`src/hdl/cpot_mul.sv`:
```
// Pipelined signed multiplier built from 32x32 partial products, four stages.
`default_nettype none
module cpot_mul #(
	parameter int A_W = 33,
	parameter int B_W = 33
) (
	input  wire logic                   clk,
	input  wire logic                   en,
	input  wire logic signed [A_W-1:0]  a,
	input  wire logic signed [B_W-1:0]  b,
	output logic signed [A_W+B_W-1:0]   p
);

	localparam int NA = (A_W + 31) / 32;
	localparam int NB = (B_W + 31) / 32;
	localparam int AP = NA * 32;
	localparam int BP = NB * 32;
	localparam int RW = BP + 32;
	localparam int TW = AP + BP;
	localparam int PW = A_W + B_W;

	logic [A_W-1:0] am_c;
	logic [B_W-1:0] bm_c;
	logic [AP-1:0]  am_s1;
	logic [BP-1:0]  bm_s1;
	logic           neg_s1, neg_s2, neg_s3;
	logic [63:0]    pp_s2 [NA][NB];
	logic [RW-1:0]  row_c [NA];
	logic [RW-1:0]  row_s3 [NA];
	logic [PW-1:0]  p_c;
	logic signed [PW-1:0] p_s4;

	always_comb begin
		am_c = a[A_W-1] ? A_W'(-a) : A_W'(a);
		bm_c = b[B_W-1] ? B_W'(-b) : B_W'(b);
	end

	always_comb begin
		logic [RW-1:0] acc;
		for (int i = 0; i < NA; i++) begin
			acc = '0;
			for (int j = 0; j < NB; j++) begin
				acc = acc + (RW'(pp_s2[i][j]) << (32 * j));
			end
			row_c[i] = acc;
		end
	end

	always_comb begin
		logic [TW-1:0] tot;
		logic [PW-1:0] mag;
		tot = '0;
		for (int i = 0; i < NA; i++) begin
			tot = tot + (TW'(row_s3[i]) << (32 * i));
		end
		mag = tot[PW-1:0];
		p_c = neg_s3 ? PW'(-mag) : mag;
	end

	always_ff @(posedge clk) begin
		if (en) begin
			am_s1  <= AP'(am_c);
			bm_s1  <= BP'(bm_c);
			neg_s1 <= a[A_W-1] ^ b[B_W-1];
			for (int i = 0; i < NA; i++) begin
				for (int j = 0; j < NB; j++) begin
					pp_s2[i][j] <= 64'(am_s1[32*i +: 32]) * 64'(bm_s1[32*j +: 32]);
				end
			end
			neg_s2 <= neg_s1;
			row_s3 <= row_c;
			neg_s3 <= neg_s2;
			p_s4   <= p_c;
		end
	end

	assign p = p_s4;

endmodule
`default_nettype wire

```
`config.mk`:
```
export PLATFORM = sky130hd
export DESIGN_NAME = cpot_mul
export DESIGN_NICKNAME = d
export VERILOG_FILES = /design/src/hdl/cpot_mul.sv
export SDC_FILE = /design/constraint.sdc
export NUM_CORES = 2
export LEC_CHECK = 0
export BUFFER_PORTS_ARGS = -buffer_cell sky130_fd_sc_hd__clkbuf_2
export CAP_MARGIN = 5
export CORE_ASPECT_RATIO = 1.1
export CORE_MARGIN = 8
export CORE_UTILIZATION = 50
export CTS_BUF_LIST = sky130_fd_sc_hd__clkbuf_4
export DETAILED_ROUTE_END_ITERATION = 8
export PLACE_DENSITY = 0.72
export SLEW_MARGIN = 10
export SYNTH_ARGS = -nofsm -noshare
export SYNTH_HDL_FRONTEND = slang
export SYNTH_SLANG_ARGS = --single-unit
```
`constraint.sdc`:
```
create_clock -name clk -period 7.77 [get_ports clk]
set_input_delay 0.777 -clock clk [delete_from_list [all_inputs] [get_ports clk]]
set_output_delay 0.777 -clock clk [all_outputs]
set_load 0.1 [all_outputs]
```
; ---- Word-level counts from Yosys, hierarchy flattened
; Memory sizes are Yosys's and may differ from the RTL's.
; Index checks and enable logic that the tools add are counted.
[word_totals]
ff_bits = 235
ram_bits = 194
input_bits = 68
output_inout_bits = 66
memories = 1
[mem_list]
columns = name, depth, word_bits, read_ports, rd_ports_with_merged_regs, wr, line_no
row1 = pp_s2, 2, 97, 2, 0, 2, 27  ; logic [63:0] pp_s2 [NA][NB];
[classes]
add_sub_neg = 6
multipliers = 4
mux = 5
n_bitwise = 1
[ops]
columns = op, n
row1 = $add 64x66->66, 1
row2 = $add 66x66->66, 1
row3 = $mux 66, 1
row4 = $neg 33->33, 2
row5 = $neg 66->66, 1
row6 = $mul 32x32->64, 1
row7 = $mux 32, 2
row8 = $add 34x34->34, 1
row9 = $mul 1x32->33, 1
row10 = $mul 32x1->33, 1
row11 = $mul 1x1->2, 1
row12 = $mux 1, 2
row13 = $xor 1x1->1, 1

; ---- Logic depth before layout (Yosys ltp)
[logic_depth]
depth_word = 3
depth_mapped = 28

; ---- Least setup slack after synthesis
; OpenSTA, ideal clock, no wires.
[synth_path]
path_kind = flip-flop to flip-flop
start = register bm_s1[5]
end = memory pp_s2[0][96] (netlist bit) (data pin)
setup_time_ps = 263
arrival_time_ps = 7599
setup_slack_ps = -91
path_stages_with_launch = 27
n_path_buf = 1
path_cell_list = edfxtp_1 > clkbuf_1 > and2_1 > fa_1 > fa_1 > fa_1 > inv_1 > fa_1 > inv_1 > fa_1 > inv_1 > fa_1 > inv_1 > fa_1 > fa_1 > ha_1 > and2_1 > nor3b_1 > a41o_1 > a2111oi_0 > o41ai_1 > a211o_1 > a311o_1 > a21oi_1 > o31ai_1 > a311oi_1 > xnor2_1
[synth_rtl]
columns = element, line_no
row1 = from (decl), 25  ; logic [BP-1:0] bm_s1;
row2 = from (signal assigned), 63  ; bm_s1 <= BP'(bm_c);
row3 = to (decl), 27

==> results.ini <==
[drt]
wl_met2_mm=57.4
wl_per_cell_um=18.6
first_pass_iters=5
drt-met1-wl_mm=52.1
top_layer=met5
via_count=35261
ant_nets=0
drt_iter0_drc=2169
wl_met3_mm=10.4
post_drt_via_cell_ratio=5.32
drc=0
drt_wl_total_mm=123

[worst_setup_path]
worstPathArrival_ns=8.41
crit_path_end_kind=register
reg2reg_from=bm_s1[5]
worstSetupPathType=register to register
crit_start=bm_s1[5]
required_ns=8.36
worst-path-max-fanout=9
startpoint_type=register

[synthesis]
yosys.area.top_type=fa_1
synth_edf_count=362
synth.area.top_cells=fa_1 36%, edfxtp_1 22%, and2_1 8.7%
synthFlopType=edfxtp_1
netlist_area_sq_mm=0.0502
postSynthRegisterBits=362
synth_cell_types=70
yosysSeqAreaShare_pct=21.7
postSynthNetCount=6206
netlist_instances=4909
synthArstFlopShare_pct=0
avgSynthCellArea_sq_um=10.2
synth_top_area_share_pct=35.8
yosys_warnings=0

[floorplanning]
initial_core_util_pct=50.1
die_area_sq_mm=0.111
die_h_um=348
placementRows=122
ioPinCount=134
fp.dieW_um=318
coreArea_sq_mm=0.100

[clock_tree]
cts_tree=yes
cts_made_buffers=93
clk_latency_ns=0.90
cts_root_buf=clkbuf_4
cts_buffer_depth=3
htreeDepth=3
clock-sinks=362
hold_buffers=0
clk_pin_slew_ns=0.07

[sta]
rsz0062_at_grt=yes
setup_viol=2
skew_ns=0.136
fin_ws_ns=-0.0520
period_needed_ns=7.82
relSlewSlack_pct=20.8
worst_pin_slew_ns=1.19
slew_viol_final=0
finalHoldViolCount=0
fmax_mhz=128
min_period_over_period_pct=101
hold_ws_ns=0.124

[place]
dpl.cell_count=6391
routabilityCongestion=0.907
hpwlAfterDp_mm=99.5
dp_slack_ns=-0.458
port_buffers=133

[job]
drv_cap=0

[min_path]
min-delay-start=a[0]
worst_hold_path_type=input pin to register

[cells_and_area]
fin_nets=6550
drive_gt1_share_pct=15.2
instances_no_fill=6626
fill_cells=8464
areaGrowthSynthToFinish_pct=13.6

[global_route]
grt_pass1_vias=38196
grt_max_degree=128
grt_pass1_wl_mm=200
grt.total_usage_pct=22.3
antenna_found_initial=7
grt-ovfl-total=0

[outcome]
failed_checks=negative setup slack
outcome=finished with violations

routing by layer:
layer / vias to the layer above / GRT usage (%)
met5: - / 0
met4: 8 / 6.19
met3: 244 / 5.52
met2: 1254 / 36.6
met1: 17715 / 29.5
li1: 16040 / -
synth_stat cells (23+ instances only):
cell / n
ha_1: 331
or3_1: 23
xnor2_1: 188
nor2_1: 80
a21o_1: 68
and2_1: 695
xor2_1: 48
o21bai_1: 26
nand2_1: 516
a21oi_1: 115
inv_1: 897
o31ai_1: 37
fa_1: 898
nor3_1: 24
nand3_1: 34
clkbuf_1: 230
edfxtp_1: 362
o21ai_0: 102
sequential cells by signal (all words and copies together), names as in the netlist:
signal and cells:
p 66, pp_s2 129, row_s3 98, neg_s2 1, neg_s1 1, am_s1 33, bm_s1 33, neg_s3 1
cells in the final DEF, fill, tap and decap left out, drive strengths merged, types with 14 or more instances in the layout:
cell type and count:
clkinv 31, xnor2 188, nor2 83, buf 347, nand3 34, fa 898
ha 331, o31ai 38, or3 27, and2 695, a31oi 15, xor2 48
nand4 16, edfxtp 362, a211oi 14, inv 900, nor3 24, clkbuf 258
a21o 68, o21bai 26, nand2 516, o21ai 104, o41ai 16, or4 17
a21oi 115
critical path, stage by stage, from the launching register on:
cell       delay [ns]
edfxtp_1         0.40
buf_6            0.15
buf_4            0.15
and2_1           0.17
fa_1             0.59
fa_1             0.45
fa_1             0.51
inv_1            0.05
fa_1             0.55
inv_1            0.06
fa_1             0.51
fa_1             0.44
fa_1             0.49
inv_1            0.05
fa_1             0.50
inv_2            0.05
ha_4             0.22
a21oi_4          0.15
nand2_2          0.10
a2111oi_4        0.47
o41ai_4          0.16
a211o_1          0.35
a311o_1          0.33
a21oi_2          0.15
o31ai_2          0.09
a311oi_1         0.28
xnor2_1          0.11
path summary, 6_finish.rpt:
check | depth (start not counted) | end | slack (ns)
worst max register to register | 26 | pp_s2[0][96] | -0.05
worst min register to register | 0 | row_s3[116] | 0.32
worst max-delay path | 26 | pp_s2[0][96] | -0.05
worst min-delay path | 1 | am_s1[0] | 0.12
cell type report:
class                      instances  area, sq um  area share, %
antenna                            3         7.51         0.0132
clock buffer                     124          931           1.63
clock inverter                    39          327          0.573
inverter                         897         3370           5.91
multi-input combinational       3418        35900           62.9
sequential                       362        10900           19.1
tap                             1302         1630           2.86
timing repair buffer             481         4020           7.05
per-stage QoR:
stage          area [sq um]  setup TNS, ns  util [%]
3_3_place_gp          54200          -1.25      54.1
6_report              57000        -0.0958      56.9
2_1_floorplan         50200              0         -
3_5_place_dp          54200          -2.48      54.1
5_1_grt               57000          -1.61      56.9
4_1_cts               56100        -0.0388      56.0
kinds of logic (layout without fill, tap and decap cells):
kind of cell | Yosys count | in the layout | synth area share [%]
AO/OA/AOI/OAI | 476 | 476 | 6.21
XOR/XNOR | 236 | 236 | 4.12
adder cells (fa/ha/maj) | 1229 | 1229 | 44.1
buffers and inverters | 1129 | 1541 | 8.45
flip-flops | 362 | 362 | 21.7
multiplexers | 1 | 1 | 0.0199
other | 0 | 3 | 0
AND/OR/NAND/NOR | 1476 | 1476 | 15.5
timing repair:
item                       4_1_cts  5_1_grt
setup endpoints to repair       16       18
pin swaps                       67      117
resized for setup               81      158
cloned                           0        2
setup buffers                   30       43
Power is left out: the tool's default activity adds up to more than one toggle a clock period on the data nets, which glitch-free logic cannot reach.
