`src/hdl/cpot_dly.sv`:
```
// Enabled delay line for sideband data.
`default_nettype none
module cpot_dly #(
	parameter int W = 8,
	parameter int N = 2
) (
	input  wire logic         clk,
	input  wire logic         en,
	input  wire logic [W-1:0] d,
	output logic      [W-1:0] q
);

	logic [W-1:0] sr_q [N];

	always_ff @(posedge clk) begin
		if (en) begin
			sr_q[0] <= d;
			for (int i = 1; i < N; i++) begin
				sr_q[i] <= sr_q[i-1];
			end
		end
	end

	assign q = sr_q[N-1];

endmodule
`default_nettype wire

```
`config.mk`:
```
export PLATFORM = sky130hd
export DESIGN_NAME = cpot_dly
export DESIGN_NICKNAME = d
export VERILOG_FILES = /design/src/hdl/cpot_dly.sv
export SDC_FILE = /design/constraint.sdc
export NUM_CORES = 1
export LEC_CHECK = 0
export BUFFER_PORTS_ARGS = -buffer_cell sky130_fd_sc_hd__buf_2
export CAP_MARGIN = 40
export CORE_MARGIN = 3
export CORE_UTILIZATION = 40
export DETAILED_ROUTE_END_ITERATION = 10
export GPL_ROUTABILITY_DRIVEN = 0
export PLACE_DENSITY = 0.62
export SYNTH_ARGS = -nofsm -noshare
export SYNTH_HDL_FRONTEND = slang
export SYNTH_SLANG_ARGS = --single-unit
```
`constraint.sdc`:
```
create_clock -name clk -period 1.9 [get_ports clk]
set_clock_uncertainty 0.15 [all_clocks]
set_input_delay 0 -clock clk [delete_from_list [all_inputs] [get_ports clk]]
set_output_delay 0 -clock clk [all_outputs]
set_load 0.03 [all_outputs]
```
# ---- Word level (Yosys, flattened, before mapping)
# Memories as Yosys holds them, arrays and structs flattened.
# Index checks and enable logic that the tools add are counted.
dict set report totals {
  reg_bits 0
  latch_bits 0
  ramBits 16
  rom_bits 0
  input_bits 10
  out_inout_bits 8
  elab_cells 3
  memories 1
}
# name depth word_bits rd rd_ports_with_merged_regs wr line_no
set memory_table {}
lappend memory_table {sr_q 2 8 2 0 2 13} ;# logic [W-1:0] sr_q [N];
dict set report op_classes {
  addsub 0
  n_mul 0
  div 0
  n_lt_le_gt_ge 0
  eq_ne 0
  n_shift 0
  muxes 2
  bitwise_logic 0
  n_reduce_logical 0
}
# op n
set op_table {}
lappend op_table {{$mux 1} 2}

# ---- Depth between registers and ports, before layout
# Gate-level depths: netlist of the first run.
dict set report depth {
  ltp_word 2
  depth_mapped 1
  ltp_nobuf 0
}

# ---- Worst setup path before layout of the first run
# OpenSTA, ideal clock, no wires.
dict set report synth_timing {
  path_kind {flip-flop to flip-flop}
  startpoint {mem sr_q[0][2]}
  endpoint {mem sr_q[1][2], in the netlist sr_q[0][10] (data pin)}
  setup_time_ns 0.266
  t_arrival_ns 0.323
  t_required_ns 1.484
  slack_ns 1.161
  stages_incl_launch_ff 1
  n_path_buf 0
  period_less_slack_ns 0.739
  cell_sequence {edfxtp_1}
}
# item line_no
set synth_rtl {}
lappend synth_rtl {{start, declared} 13}

==> flow_summary_export.csv, run 1 <==
group,metric,value,unit
synth,avgSynthCellArea,22.5,µm²
floorplanning,die_w,42.8,µm
cells_and_area,regMostFlops,"sr_q",
synth,yosysWarnings,0,
worst_setup_path,crit_required,1700,ps
synth,synth_top_cell_by_area,"edfxtp_1",
floorplanning,rows,12,
cts,cts_htree_levels,1,
synth,netlist_instances,24,
power,p_leak,0.275,nW
power,swShare,0.198,
timing,fin_tns_setup,0,ps
cts,cts_buffers,3,
detailed_routing,viasPerCell,4.46,
cells_and_area,largest_register_ffs,16,
timing,drv_slew,0,
floorplanning,io_pins,18,
detailed_routing,drt_pass1_iterations,2,
cells_and_area,drive_gt1_frac,0.444,
detailed_routing,wl_met1,203,µm
cts,cts_tree,"done",
cells_and_area,seqCellArea,480,µm²
power,powerDensity,927,nW/µm²
synth,yosysUniqueCellTypes,2,
run_status,status,"complete, no violations",
timing,finalHoldViolations,0,
worst_setup_path,cp_slowest_cell,"dlygate4sd3_1",
grt,grt_antenna_before_repair,0,
timing,relSlewSlack,0.790,
timing,period_needed,1020,ps
floorplanning,core-area,1190,µm²
worst_setup_path,cp_data_arrival_time,820,ps
power,internal-power,0.000517,W
flow_run,maxCapViolCount,0,
grt,grt.total_usage,0.0828,
synth,yosysMostFrequentCell,"edfxtp_1",
detailed_routing,drc,0,
cells_and_area,area_growth,28.7,%
power,power_frac_clock,0.247,
timing,clock.fmax,981,MHz
detailed_routing,first_iter_violations,1,
grt,grt_pass1_vias,252,
timing,setup_viol,0,
cells_and_area,num-multi-input-gates,0,
power,seqPwrFrac,0.657,
cells_and_area,fin_area,696,µm²
power,switching_power,0.000128,W
cts,clockBufferDepth,2,
floorplanning,start_util,0.456,
synth,ys_seq_area_frac,0.889,
detailed_routing,top_layer_used,"met4",
detailed_routing,final_antenna_net_count,0,
synth,syn-num-nets,34,
power,ir_worst_vdd,0.000458,V
detailed_routing,met3_wirelength,91,µm
synth,synthTopCellsByCount,"edfxtp_1 (16), buf_4 (8)",
synth,ys_top_cells_by_area,"edfxtp_1 (89%), buf_4 (11%)",
worst_setup_path,cp-start-kind,"input port",
cts,cts_sinks,16,
synth,synth_edf_count,16,
timing,fin_crit_sh,0.536,
worst_setup_path,path_cells,"dlygate4sd3_1, buf_2",
worst_setup_path,crit_path_end_kind,"register",
cts,root_buffer,"clkbuf_4",
detailed_routing,wl_per_cell,9.78,µm
timing,rsz0062_at_grt,"no",
grt,grt_start_max_net_pins,17,
cells_and_area,post-route-util,0.586,
worst_setup_path,critical_path_class,"in -> reg",
worst_setup_path,critical_path.max_stage_delay,510,ps
floorplanning,die_h,42.8,µm
cells_and_area,antenna_cells,0,
placement,numPortBuffers,17,
floorplanning,dieArea,1830,µm²
synth,async_reset_ff_frac,0,
cts,clkLatencyLatePin,270,ps
detailed_routing,via_count,263,
cells_and_area,fill_cells,90,
grt,grt_first_pass_wirelength,1.04,mm
placement,place_area,583,µm²
cells_and_area,reg.largest.list,"sr_q (16)",
timing,worstMarginPinSlew,314,ps
power,combinationalPowerShare,0.096,
synth,synth_ff_type,"edfxtp_1",
detailed_routing,dr_wl_met2,265,µm
worst_setup_path,cp.buffers_inverters,2,
synth,synth_top_area_frac,0.889,
cts,path_clk_slew,70,ps
detailed_routing,drt-total-wl,577,µm
worst_setup_path,critPathMaxFanout,16,
cells_and_area,multiInputGateArea,0,µm²
min_path,hold_path.class,"reg -> reg",
synth,synth-seq-cells,16,
worst_setup_path,cp_top_family,"buffers and inverters",
synth,synth.cell_area,541,µm²
cells_and_area,fin_nets,57,
grt,globalRoute.totalOverflow,0,
-- through the flow --
stage	std cells	total power (W)	setup slack (ps)	hold WS, ps
2_1_floorplan	24	0.000470	1160	-51.1
3_3_place_gp	47	0.000478	1140	27.3
3_5_place_dp	47	0.000481	1120	28.1
4_1_cts	59	0.000653	884	268
5_1_grt	59	0.000682	852	273
6_report	59	0.000645	881	276
-- what timing repair did --
action | in CTS | in global routing
buffers inserted | 0 | 0
hold buffers | 9 | 0
resized for setup | 0 | 0
endpoints found under the hold margin | 24 | 0
-- power groups by stage --
stage | clock (W) | combinational [W] | sequential [W]
after floorplan | 0 | 0.0000391 | 0.000430
after global placement | 0 | 0.0000476 | 0.000430
after detailed placement | 0 | 0.0000487 | 0.000433
after CTS | 0.000166 | 0.0000626 | 0.000424
after global routing | 0.000189 | 0.0000660 | 0.000427
final | 0.000159 | 0.0000616 | 0.000424
-- cells by family (layout without fill, tap and decap cells) --
| kind of cell | count (synthesis) | in the layout | share of synthesized area |
|---|---|---|---|
| DFF | 16 | 16 | 0.889 |
| buffers and inverters | 8 | 29 | 0.111 |
-- metal layers --
metal / vias to the layer above / track usage
met5: - / 0
met4: 0 / 0.0745
met1: 117 / 0.0912
met3: 2 / 0.0424
met2: 21 / 0.114
li1: 123 / -
-- final cells by class --
cell class,count,share of cell area
Clock buffer,3,0.0324
Sequential cell,16,0.691
Tap cell,14,0.0252
Timing Repair Buffer,26,0.252
-- path summary, 6_finish.rpt --
| check | cells past startpoint | startpoint | endpoint | slack (ps) |
|---|---|---|---|---|
| worst max-delay path | 2 | en | sr_q[0][15] | 880 |
| worst min-delay path | 0 | sr_q[0][1] | sr_q[0][9] | 280 |
| worst max register to register | 0 | sr_q[0][5] | sr_q[0][13] | 1110 |
| worst min register to register | 0 | sr_q[0][1] | sr_q[0][9] | 280 |
-- cell usage in the layout (no fill, tap or decap) --
master,n
buf_2,17
clkbuf_4,3
edfxtp_1,16
dlygate4sd3_1,9
No activity file was read; power rests on OpenSTA's default activity.
==> inputs of run 2 (changes only) <==
- clock period: 1.9 -> 1 ns (I/O delays scaled with it)
==> flow_summary_export.csv, run 2 (synthesized netlist as in run 1, its figures left out) <==
group,metric,value,unit
run_status,status,"finished, violations left",
run_status,violations,"negative hold slack",
worst_setup_path,cp_data_arrival_time,810,ps
detailed_routing,drt_pass1_iterations,3,
grt,grt_antenna_before_repair,0,
detailed_routing,final_antenna_net_count,0,
cells_and_area,regMostFlops,"sr_q",
detailed_routing,drc,0,
power,p_total,0.00125,W
cts,cts_tree,"done",
worst_setup_path,cp_top_family,"flip-flops",
cts,clkLatencyLatePin,270,ps
cells_and_area,largest_register_ffs,16,
floorplanning,io_pins,18,
grt,grt_first_pass_wirelength,1.01,mm
timing,relSlewSlack,0.788,
timing,clock.fmax,1040,MHz
cells_and_area,multiInputGateArea,0,µm²
cells_and_area,fin_nets,56,
placement,place_ws,216,ps
timing,fin_tns_setup,0,ps
grt,grt.total_usage,0.0810,
cts,clockBufferDepth,2,
detailed_routing,first_iter_violations,4,
cells_and_area,layout_commonest_cell,"edfxtp_1",
timing,postLayoutSetupSlackWorst,35.2,ps
detailed_routing,via_count,258,
cells_and_area,seqCellArea,480,µm²
timing,fin_crit_sh,0.965,
placement,numPortBuffers,17,
worst_setup_path,cp-start-kind,"register",
cts,cts_setup_buffers,0,
cells_and_area,area_growth,33.6,%
power,p_leak,0.283,nW
worst_setup_path,crit_required,850,ps
detailed_routing,wl_per_cell,10.1,µm
floorplanning,core-area,1190,µm²
detailed_routing,viasPerCell,4.45,
timing,period_needed,965,ps
cells_and_area,antenna_cells,0,
floorplanning,start_util,0.456,
grt,grt_start_max_net_pins,17,
worst_setup_path,cp.buffers_inverters,1,
cts,path_clk_slew,80,ps
flow_run,maxCapViolCount,0,
worst_setup_path,crit_path_end_kind,"primary output",
timing,worstMarginPinSlew,318,ps
cts,root_buffer,"clkbuf_4",
cells_and_area,layout_common_cells,"edfxtp_1 (16), buf_2 (10), dlygate4sd3_1 (8), buf_6 (5), clkbuf_4 (3)",
grt,grt_pass1_vias,243,
power,powerDensity,1730,nW/µm²
power,ir_worst_vdd,0.000874,V
worst_setup_path,critical_path_class,"reg -> out",
timing,whs,-15.2,ps
worst_setup_path,path_cells,"buf_4",
worst_setup_path,cp_slowest_cell,"edfxtp_1",
worst_setup_path,critPathMaxFanout,1,
cts,cts_htree_levels,1,
timing,drv_slew,0,
timing,rsz0062_at_grt,"yes",
timing,finalHoldViolations,16,
cells_and_area,num-multi-input-gates,0,
cells_and_area,fill_cells,83,
cts,cts_buffers,3,
grt,grt_util_met2,0.108,
floorplanning,die_w,42.8,µm
cts,cts_sinks,16,
cts,cts_hold_buf,8,
cells_and_area,reg.largest.list,"sr_q (16)",
floorplanning,rows,12,
timing,setup_viol,0,
grt,met3_usage,0.0424,
grt,busiest_layer,"met2",
floorplanning,die_h,42.8,µm
floorplanning,dieArea,1830,µm²
cells_and_area,drive_gt1_frac,0.455,
worst_setup_path,critical_path.max_stage_delay,370,ps
grt,use_met1,0.0912,
grt,globalRoute.totalOverflow,0,
min_path,hold_path.class,"in -> reg",
detailed_routing,drt-total-wl,586,µm
## run 2: changes by cell type in the layout (fill, tap and decap cells not counted)
cell           previous run  this run
buf_2                    17        10
buf_6                     0         5
buf_4                     0         2
dlygate4sd3_1             9         8
## run 2: layout make-up
| cell class | instances | area share |
|---|---|---|
| clock buffer | 3 | 0.0312 |
| sequential | 16 | 0.666 |
| tap | 14 | 0.0243 |
| timing repair buffer | 25 | 0.279 |
## run 2: metrics by stage
stage / util / instance area (µm²) / instances
floorplan: - / 541 / 24
global placement: 0.492 / 583 / 47
detailed placement: 0.492 / 583 / 47
CTS: 0.578 / 686 / 58
global route: 0.609 / 722 / 58
finish: 0.609 / 722 / 58
## run 2: per-layer routing
| metal | up-vias | routed length [µm] |
|---|---|---|
| met5 | - | 0 |
| met4 | 0 | 17 |
| met3 | 2 | 84 |
| met2 | 21 | 274 |
| met1 | 115 | 210 |
| li1 | 120 | - |
## run 2: final timing paths
kind | startpoint | endpoint | slack [ps] | cells past startpoint
max | sr_q[0][10] | q[2] | 40 | 1
min | en | sr_q[0][2] | -20 | 1
max reg2reg | sr_q[0][5] | sr_q[0][13] | 210 | 0
min reg2reg | sr_q[0][0] | sr_q[0][8] | 280 | 0
## run 2: power by group
part           switching [W]  internal [W]
registers          0.0000145      0.000795
clock network       0.000166      0.000139
logic              0.0000678     0.0000645
## run 2: repair_timing
| item | CTS | global route |
|---|---|---|
| endpoints found under the setup margin | 0 | 7 |
| hold endpoints to repair | 24 | 16 |
| resized for setup | 0 | 19 |
